File: src/rtl/orifice_pressure_equilibrium_solver_unit_macros.svh
// ---------------------------------------------------------------------------
// Assertion macros for the orifice pressure equilibrium solver unit
// Each macro expands to a labeled concurrent assertion, or to nothing.
// ---------------------------------------------------------------------------
`ifndef ORIFICE_PRESSURE_EQUILIBRIUM_SOLVER_UNIT_MACROS_SVH
`define ORIFICE_PRESSURE_EQUILIBRIUM_SOLVER_UNIT_MACROS_SVH
`ifndef NO_ASSERTIONS
`define OPES_ASSERT_IMP(label, clk, rstn, ante, cons) \
    label: assert property (@(posedge clk) disable iff (!rstn) (ante) |-> (cons)) \
        else $error("assertion failed");
`define OPES_ASSERT_NXT(label, clk, rstn, ante, cons) \
    label: assert property (@(posedge clk) disable iff (!rstn) (ante) |=> (cons)) \
        else $error("assertion failed");
`else
`define OPES_ASSERT_IMP(label, clk, rstn, ante, cons)
`define OPES_ASSERT_NXT(label, clk, rstn, ante, cons)
`endif
`endif

File: src/rtl/opes_pkg.sv
// ---------------------------------------------------------------------------
// opes_pkg
// Shared types and constants for the orifice pressure solver.
// ---------------------------------------------------------------------------
`default_nettype none
package opes_pkg;
    localparam int PW  = 36;   // Q.8 pressure width
    localparam int RW  = 128;  // balance accumulator width
    localparam logic [1:0] ST_ROOT  = 2'd0;
    localparam logic [1:0] ST_FLOOR = 2'd1;
    localparam logic [1:0] ST_CEIL  = 2'd2;
    localparam logic [2:0] CFG_SUPPLY = 3'd0;
    localparam logic [2:0] CFG_TANK   = 3'd1;
    localparam logic [2:0] CFG_VAPOR  = 3'd2;
    localparam logic [2:0] CFG_GAIN   = 3'd3;
    localparam logic [2:0] CFG_LEAK   = 3'd4;

    // controller to datapath
    typedef struct packed {
        logic load;     // capture item, set bounds
        logic eval_lo;  // evaluate at floor
        logic eval_hi;  // evaluate at ceiling
        logic eval_mid; // evaluate at midpoint
        logic update;   // move bound by last sign
    } opes_cmd_t;

    // datapath to controller
    typedef struct packed {
        logic done;     // evaluation finished
        logic pos;      // Qnet > 0
        logic neg;      // Qnet < 0
    } opes_sts_t;
endpackage
`default_nettype wire

File: src/rtl/opes_ctrl.sv
// ---------------------------------------------------------------------------
// opes_ctrl
// Sequences floor check, ceiling check and the bisection steps.
// ---------------------------------------------------------------------------
`default_nettype none
`include "orifice_pressure_equilibrium_solver_unit_macros.svh"
module opes_ctrl #(
    parameter int BISECT_STEPS = 24
) (
    input  wire logic                aclk,
    input  wire logic                aresetn,
    input  wire logic                s_valid,
    output logic                     s_ready,
    output logic                     m_valid,
    input  wire logic                m_ready,
    output opes_pkg::opes_cmd_t      cmd,
    input  wire opes_pkg::opes_sts_t sts,
    output logic [1:0]               status
);
    typedef enum logic [2:0] {
        S_IDLE, S_FLOOR, S_CEIL, S_MID, S_OUT
    } state_t;

    state_t                              state_reg;
    logic [$clog2(BISECT_STEPS+1)-1:0]   step_reg;
    logic                                issued_reg;
    logic                                m_valid_reg;
    logic [1:0]                          status_reg;

    assign s_ready = (state_reg == S_IDLE) && !m_valid_reg;
    assign m_valid = m_valid_reg;
    assign status  = status_reg;

    always_comb begin
        cmd = '0;
        cmd.load     = s_valid && s_ready;
        cmd.eval_lo  = (state_reg == S_FLOOR) && !issued_reg;
        cmd.eval_hi  = (state_reg == S_CEIL) && !issued_reg;
        cmd.eval_mid = (state_reg == S_MID) && !issued_reg;
        cmd.update   = (state_reg == S_MID) && sts.done;
    end

    always_ff @(posedge aclk) begin
        if (!aresetn) begin
            state_reg   <= S_IDLE;
            issued_reg  <= 1'b0;
            m_valid_reg <= 1'b0;
            step_reg    <= '0;
            status_reg  <= opes_pkg::ST_ROOT;
        end else begin
            if (m_valid_reg && m_ready) m_valid_reg <= 1'b0;
            unique case (state_reg)
                S_IDLE: if (cmd.load) begin
                    state_reg  <= S_FLOOR;
                    issued_reg <= 1'b0;
                end
                S_FLOOR: begin
                    if (sts.done) begin
                        issued_reg <= 1'b0;
                        if (!sts.pos) begin
                            status_reg <= opes_pkg::ST_FLOOR;
                            state_reg  <= S_OUT;
                        end else state_reg <= S_CEIL;
                    end else issued_reg <= 1'b1;
                end
                S_CEIL: begin
                    if (sts.done) begin
                        issued_reg <= 1'b0;
                        step_reg   <= '0;
                        if (!sts.neg) begin
                            status_reg <= opes_pkg::ST_CEIL;
                            state_reg  <= S_OUT;
                        end else state_reg <= S_MID;
                    end else issued_reg <= 1'b1;
                end
                S_MID: begin
                    if (sts.done) begin
                        issued_reg <= 1'b0;
                        step_reg   <= step_reg + 1'b1;
                        if (step_reg == ($bits(step_reg))'(BISECT_STEPS - 1)) begin
                            status_reg <= opes_pkg::ST_ROOT;
                            state_reg  <= S_OUT;
                        end
                    end else issued_reg <= 1'b1;
                end
                S_OUT: begin
                    m_valid_reg <= 1'b1;
                    state_reg   <= S_IDLE;
                end
                default: state_reg <= S_IDLE;
            endcase
        end
    end

    `OPES_ASSERT_NXT(a_out_valid, aclk, aresetn, state_reg == S_OUT, m_valid_reg)
    `OPES_ASSERT_IMP(a_ready_idle, aclk, aresetn, s_ready, state_reg == S_IDLE)
    `OPES_ASSERT_IMP(a_steps, aclk, aresetn, state_reg == S_MID,
        step_reg < ($bits(step_reg))'(BISECT_STEPS))
endmodule
`default_nettype wire
File: config.mk
export PLATFORM = sky130hd
export DESIGN_NAME = opes_ctrl
export DESIGN_NICKNAME = d
export VERILOG_FILES = /design/src/rtl/opes_pkg.sv /design/src/rtl/opes_ctrl.sv
export VERILOG_INCLUDE_DIRS = /design/src /design/src/rtl
export SDC_FILE = /design/constraint.sdc
export NUM_CORES = 1
export LEC_CHECK = 0
export ABC_AREA = 1
export BUFFER_PORTS_ARGS = -buffer_cell sky130_fd_sc_hd__buf_2
export CAP_MARGIN = 25
export CORE_MARGIN = 1.5
export CORE_UTILIZATION = 51
export DETAILED_ROUTE_END_ITERATION = 6
export PLACE_DENSITY = 0.76
export SYNTH_ARGS = -nofsm -noshare
export SYNTH_HDL_FRONTEND = slang
export SYNTH_SLANG_ARGS = --single-unit
File: constraint.sdc
create_clock -name aclk -period 1.75 [get_ports aclk]
set_clock_uncertainty 0.15 [all_clocks]
set_input_delay 0.4375 -clock aclk [delete_from_list [all_inputs] [get_ports aclk]]
set_output_delay 0.4375 -clock aclk [all_outputs]
set_load 0.05 [all_outputs]
==> results of run 1 <==
==> routing by layer <==
layer | track usage | share of wire | up-vias | wire length [um]
li1 | - | - | 386 | -
met1 | 0.234 | 0.43 | 320 | 711
met2 | 0.460 | 0.52 | 21 | 860
met3 | 0.0333 | 0.037 | 5 | 61
met4 | 0.125 | 0.021 | 0 | 35
met5 | 0 | 0 | - | 0
==> power groups by stage <==
| stage | combinational (uW) | sequential, uW | clock, uW |
|---|---|---|---|
| after global routing | 1010 | 424 | 246 |
| after floorplan | 578 | 494 | 0 |
| after detailed placement | 833 | 412 | 0 |
| after global placement | 828 | 408 | 0 |
| after CTS | 915 | 410 | 224 |
| final | 946 | 417 | 223 |
==> cells by family after synthesis <==
kind of cell | synth area share
and+or+nand+nor | 0.422
xor gates and xnor gates | 0.0246
adders and majority gates | 0.0176
AOI/OAI and AO/OA | 0.128
DFF | 0.337
buffers and inverters | 0.0703
==> final cells by class <==
class	instances	area [um2]	area share
multi-input cells	77	457	0.461
repair buffers	24	181	0.183
flip-flops and latches	12	249	0.251
well taps	15	18.8	0.0189
inverters	12	48.8	0.0492
clock buffers	4	36.3	0.0366
==> worst paths after layout <==
kind                              from                       end  slack (ns)  depth (start not counted)
max          state_reg[0]$_SDFFE_PN0P_                    cmd[4]       -0.05                          6
min                            m_ready      m_valid$_SDFFE_PN0P_        0.26                          3
max reg2reg   step_reg[0]$_SDFFE_PN0P_    status[0]$_SDFFE_PN0P_        0.26                          8
min reg2reg   step_reg[3]$_SDFFE_PN0P_  step_reg[3]$_SDFFE_PN0P_        0.31                          2
==> Yosys cell counts <==
cell	instances
o21ai_0	4
nand2_1	21
inv_2	3
nand2_2	2
o21ai_1	1
ha_1	1
nand4_1	2
clkbuf_2	1
a21o_1	1
nor2_4	2
a21oi_2	1
dfxtp_1	12
nand3_1	8
nor3_1	1
nand2_4	1
or2_2	1
nand3_4	1
inv_1	9
nor2_1	12
xor2_1	2
a21oi_1	10
nor2_2	4
nand3b_1	1
nor3_4	1
==> worst reg2reg max path, stage by stage (launching register included) <==
cell and delay (ns):
dfxtp_1 0.39, ha_1 0.24, nand2_1 0.10, nor2_1 0.14
nor2_2 0.06, nor2_4 0.12, nand3_1 0.09, nand2_1 0.07
nor2_1 0.04
==> timing repair <==
action / in CTS / in global routing
pin swaps: 4 / 2
setup buffers: 3 / 1
endpoints found under the setup margin: 6 / 6
gates resized for setup: 14 / 7
==> stage by stage <==
step / std cells / cell area (um2) / total power [uW] / util / TNS (ns)
after floorplan: 102 / 744 / 1070 / - / -0.169
after global placement: 136 / 862 / 1240 / 0.663 / 0
after detailed placement: 136 / 862 / 1240 / 0.663 / 0
after CTS: 143 / 958 / 1550 / 0.737 / -0.163
after global routing: 144 / 991 / 1680 / 0.762 / -0.431
final: 144 / 991 / 1590 / 0.762 / -0.115
==> impl_metrics.toml, run 1 <==
[timing]
min_period_ns = 1.80
maxSlewHeadroom = 0.829
whs_ns = 0.259
timing.fmax_mhz = 555
fin_crit_sh = 1.03
setup_viol = 4
rsz0062_at_grt = "yes"
tightestPinTransition_ns = 0.258
final_hold_viol_count = 0
layout_setup_ws_ns = -0.0530
slew_violations = 0

[synth]
syn_inst = 102
synth_top_area_share = 0.337
synth_cell_types = 24
yosysWarnings = 0
synth_area_leaders = "dfxtp_1 (34%), nand2_1 (11%), a21oi_1 (7.0%)"
syn_area_per_cell_um2 = 6.98
synth_nets = 110
yosys.area.top_type = "dfxtp_1"
ys_seq_elements = 12
seq_area_frac_synth = 0.337
syn-cell-area_um2 = 712

[global_routing]
grt_pass1_wl_mm = 2.50
gr-total-overflow = 0
grt_pass1_vias = 635
grt.total_usage = 0.237
antenna_found_initial = 0
grt_max_degree = 8

[setup_path]
crit_type = "flop to output pin"
cp.required_ns = 1.16
crit_slowest_cell = "dfxtp_4"
critPathArrivalTime_ns = 1.22
worst-path-max-fanout = 6
slowest_delay_ns = 0.38
worst-path-buf-inv = 2
cp_top_family = "flip-flops"
critical_path.startpoint_type = "flop"
critPathCaptureType = "output pin"
crit_chain = "nor2_4 > nand2_2 > nor2_4 > nand2_2 > clkinvlp_4 > buf_8"

[clock_tree]
clkTransAtPathRegs_ns = 0.08
numClockSinks = 12
cts_buffer_depth = 2
cts_buffers = 3
htreeDepth = 1
cts_hold_buf = 0
clk_latency_ns = 0.28
clockRootBuffer = "clkbuf_4"
cts_tree = "yes"

[detailed_routing]
drc = 0
vias = 732
wirelength_mm = 1.67
drt-pass1-iter-count = 4
drtIter0Drc = 7
ant_nets = 0
via_per_inst = 5.08
wl_per_cell_um = 11.6

[floorplan]
die_h_um = 40.4
pin_count = 16
die_w_um = 40.4
num_rows = 13
core_area_um2 = 1300
dieArea_um2 = 1630
initial_core_util = 0.547

[cells_and_area]
drive_gt1_frac = 0.434
num-fill-cells = 102
mostFrequentLayoutCell = "nand2_1"
syn2layout_area_growth_pct = 39.2
n_antenna_cell = 0
layout_common_cells = "nand2_1 (18), a21oi_1 (10), buf_2 (10)"
fin_nets = 138
largest_reg_flops = 5

[place]
dpl.hpwl_mm = 1.15
dp_slack_ns = 0.0361
io_buffer_count = 15
place_congestion = 0.799

[power_and_ir_drop]
pwr-share-seq = 0.263
power_leakage_uw = 0.000443
ir_drop_uv = 844
pwr-share-clk = 0.141
p_int_uw = 796
switching_share = 0.498
power.density_nw_per_um2 = 1600
net-switching-power_uw = 790
power_frac_comb = 0.596

[flow_run]
maxCapViolCount = 0

[outcome]
status = "finished, violations left"
violations = "negative setup slack"

[hold_path]
hold_path.class = "input port to flop"
Note: power is estimated with default switching activity, not from simulation.
==> inputs of run 2 (changes only) <==
--- a/config.mk
+++ b/config.mk
@@ -6,13 +6,12 @@
 export SDC_FILE = /design/constraint.sdc
 export NUM_CORES = 1
 export LEC_CHECK = 0
-export ABC_AREA = 1
 export BUFFER_PORTS_ARGS = -buffer_cell sky130_fd_sc_hd__buf_2
 export CAP_MARGIN = 25
 export CORE_MARGIN = 1.5
-export CORE_UTILIZATION = 51
+export CORE_UTILIZATION = 50
 export DETAILED_ROUTE_END_ITERATION = 6
-export PLACE_DENSITY = 0.76
+export PLACE_DENSITY = 0.75
 export SYNTH_ARGS = -nofsm -noshare
 export SYNTH_HDL_FRONTEND = slang
 export SYNTH_SLANG_ARGS = --single-unit
==> run 2 against run 1 <==
  * The run still ends with negative setup slack left
  * Setup slack got worse by 0.061 ns
  * Critical path type unchanged
  * Non-clock buffer count increased by 4
  * Total power increased by 4.8%
  * Largest cell class unchanged
  * Critical endpoint is now cmd[3]
==> impl_metrics.toml, run 2 <==
[detailed_routing]
wirelength_mm = 1.82
ant_nets = 0
vias = 712
wl_per_cell_um = 14.7
drc = 0
drt-pass1-iter-count = 4
via_per_inst = 5.74
drtIter0Drc = 29

[place]
dp.cells = 116
place_congestion = 0.761
io_buffer_count = 15
dpl.hpwl_mm = 1.17

[synth]
yosysWarnings = 0
synth_cell_types = 34
yosys.area.top_type = "dfxtp_1"
synth_area_leaders = "dfxtp_1 (34%), a21oi_1 (4.3%), nor3_1 (4.3%)"
yosys.cell_count.top_type = "dfxtp_1"
synth_ff_type = "dfxtp_1"
synth.top_cells.by_count = "dfxtp_1 (12), a21oi_1 (6), nand2_1 (6), nor3_1 (6)"
synth_top_area_share = 0.344
async_reset_ff_frac = 0
synth_edf_count = 0
syn_area_per_cell_um2 = 8.51
synth_nets = 90
syn-cell-area_um2 = 698
syn_inst = 82
seq_area_frac_synth = 0.344
ys_seq_elements = 12

[setup_path]
critPathCaptureType = "output pin"
worst-path-buf-inv = 2
critPathArrivalTime_ns = 1.28
critical_path.startpoint_type = "flop"
crit_slowest_cell = "dfxtp_4"
crit_chain = "buf_6 > nor4b_4 > buf_6"
worst-path-max-fanout = 6
cp_top_family = "flip-flops"
cp.required_ns = 1.16
slowest_delay_ns = 0.38
crit_path_frequent_cell = "buf_6"
crit_type = "flop to output pin"

[clock_tree]
cts_buffer_depth = 2
cts_tree = "yes"
clk_latency_ns = 0.28
clockRootBuffer = "clkbuf_4"
numClockSinks = 12
htreeDepth = 1
cts_buffers = 3
clkTransAtPathRegs_ns = 0.08

[timing]
tightestPinTransition_ns = 0.383
layout_setup_ws_ns = -0.114
maxSlewHeadroom = 0.742
final_hold_viol_count = 0
timing.fmax_mhz = 537
rsz0062_at_grt = "yes"
min_period_ns = 1.86
finalSetupTns_ns = -0.510
fin_crit_sh = 1.07
setup_viol = 6
slew_violations = 0
whs_ns = 0.318

[floorplan]
core_area_um2 = 1300
num_rows = 13
initial_core_util = 0.537
die_h_um = 40.4
dieArea_um2 = 1630
pin_count = 16
die_w_um = 40.4

[cells_and_area]
largest_reg_flops = 5
mostFrequentLayoutCell = "buf_4"
instances_no_fill = 124
fin_nets = 118
syn2layout_area_growth_pct = 45.2
final_util = 0.779
drive_gt1_frac = 0.413
n_antenna_cell = 0
layout_common_cells = "buf_4 (11), buf_2 (9), dfxtp_1 (9)"

[global_routing]
gr-max-usage-layer = "met2"
grt_pass1_vias = 647
grt_pass1_wl_mm = 2.65
grt.total_usage = 0.246
grt_use_met3 = 0.0667
grt_max_degree = 14
gr-total-overflow = 0
met1_usage = 0.284
antenna_found_initial = 0
met2_usage = 0.397

[outcome]
violations = "negative setup slack"
status = "finished, violations left"

[power_and_ir_drop]
ir_drop_uv = 1360
total_power_uw = 1660
power.density_nw_per_um2 = 1640
power_leakage_uw = 0.000445

[hold_path]
hold_path.class = "flop to flop"

[flow_run]
maxCapViolCount = 0
run 2: power breakdown:
part	switching, uW	internal [uW]	total (uW)
combinational	549	449	998
sequential	101	334	435
clock	104	126	230
run 2: layout make-up:
class / instances / area (um2)
Multi-Input combinational cell: 63 / 480
Fill cell: 90 / 288
Sequential cell: 12 / 249
Timing Repair Buffer: 28 / 221
Clock buffer: 4 / 36.3
Tap cell: 15 / 18.8
Inverter: 2 / 7.51
run 2: worst reg2reg max path, delay by kind of cell, from the launching register on:
kind | cells | cell delay, ns
AOI/OAI and AO/OA | 1 | 0.09
adders and majority gates | 1 | 0.22
DFF | 1 | 0.38
muxes | 1 | 0.22
and+or+nand+nor | 2 | 0.52
run 2: cell families after synthesis:
kind of cell / count (synthesis) / share of synthesized area
flops: 12 / 0.344
compound gates: 21 / 0.213
buf+inv: 7 / 0.0520
simple gates: 40 / 0.358
mux: 1 / 0.0143
fa+ha+maj: 1 / 0.0179
run 2: path summary, 6_finish.rpt:
path / from / end / slack, ns / cells after the start
setup / recovery: state_reg[2]$_SDFFE_PN0P_ / cmd[3] / -0.11 / 3
hold / removal: status[1]$_SDFFE_PN0P_ / status[1]$_SDFFE_PN0P_ / 0.32 / 2
setup reg to reg: step_reg[0]$_SDFFE_PN0P_ / status[1]$_SDFFE_PN0P_ / 0.11 / 5
hold reg to reg: status[1]$_SDFFE_PN0P_ / status[1]$_SDFFE_PN0P_ / 0.32 / 2
run 2: timing repair:
| item | in CTS | in global routing |
|---|---|---|
| hold buffers | 0 | 0 |
| pin swaps | 4 | 1 |
| setup buffers | 3 | 1 |
| setup endpoints to repair | 6 | 6 |
| resized for setup | 19 | 0 |
run 2: layer usage:
layer,part of all wire,vias to the layer above,routed length (um)
li1,-,352,-
met1,0.45,336,827
met2,0.49,18,889
met3,0.037,6,68
met4,0.019,0,34
met5,0,-,0
run 2: stage by stage:
| stage | area (um2) | setup slack [ns] |
|---|---|---|
| after global placement | 891 | 0.0727 |
| after detailed placement | 891 | 0.0315 |
| after floorplan | 781 | -0.372 |
| after CTS | 1010 | -0.110 |
| after global routing | 1010 | -0.144 |
| final | 1010 | -0.114 |
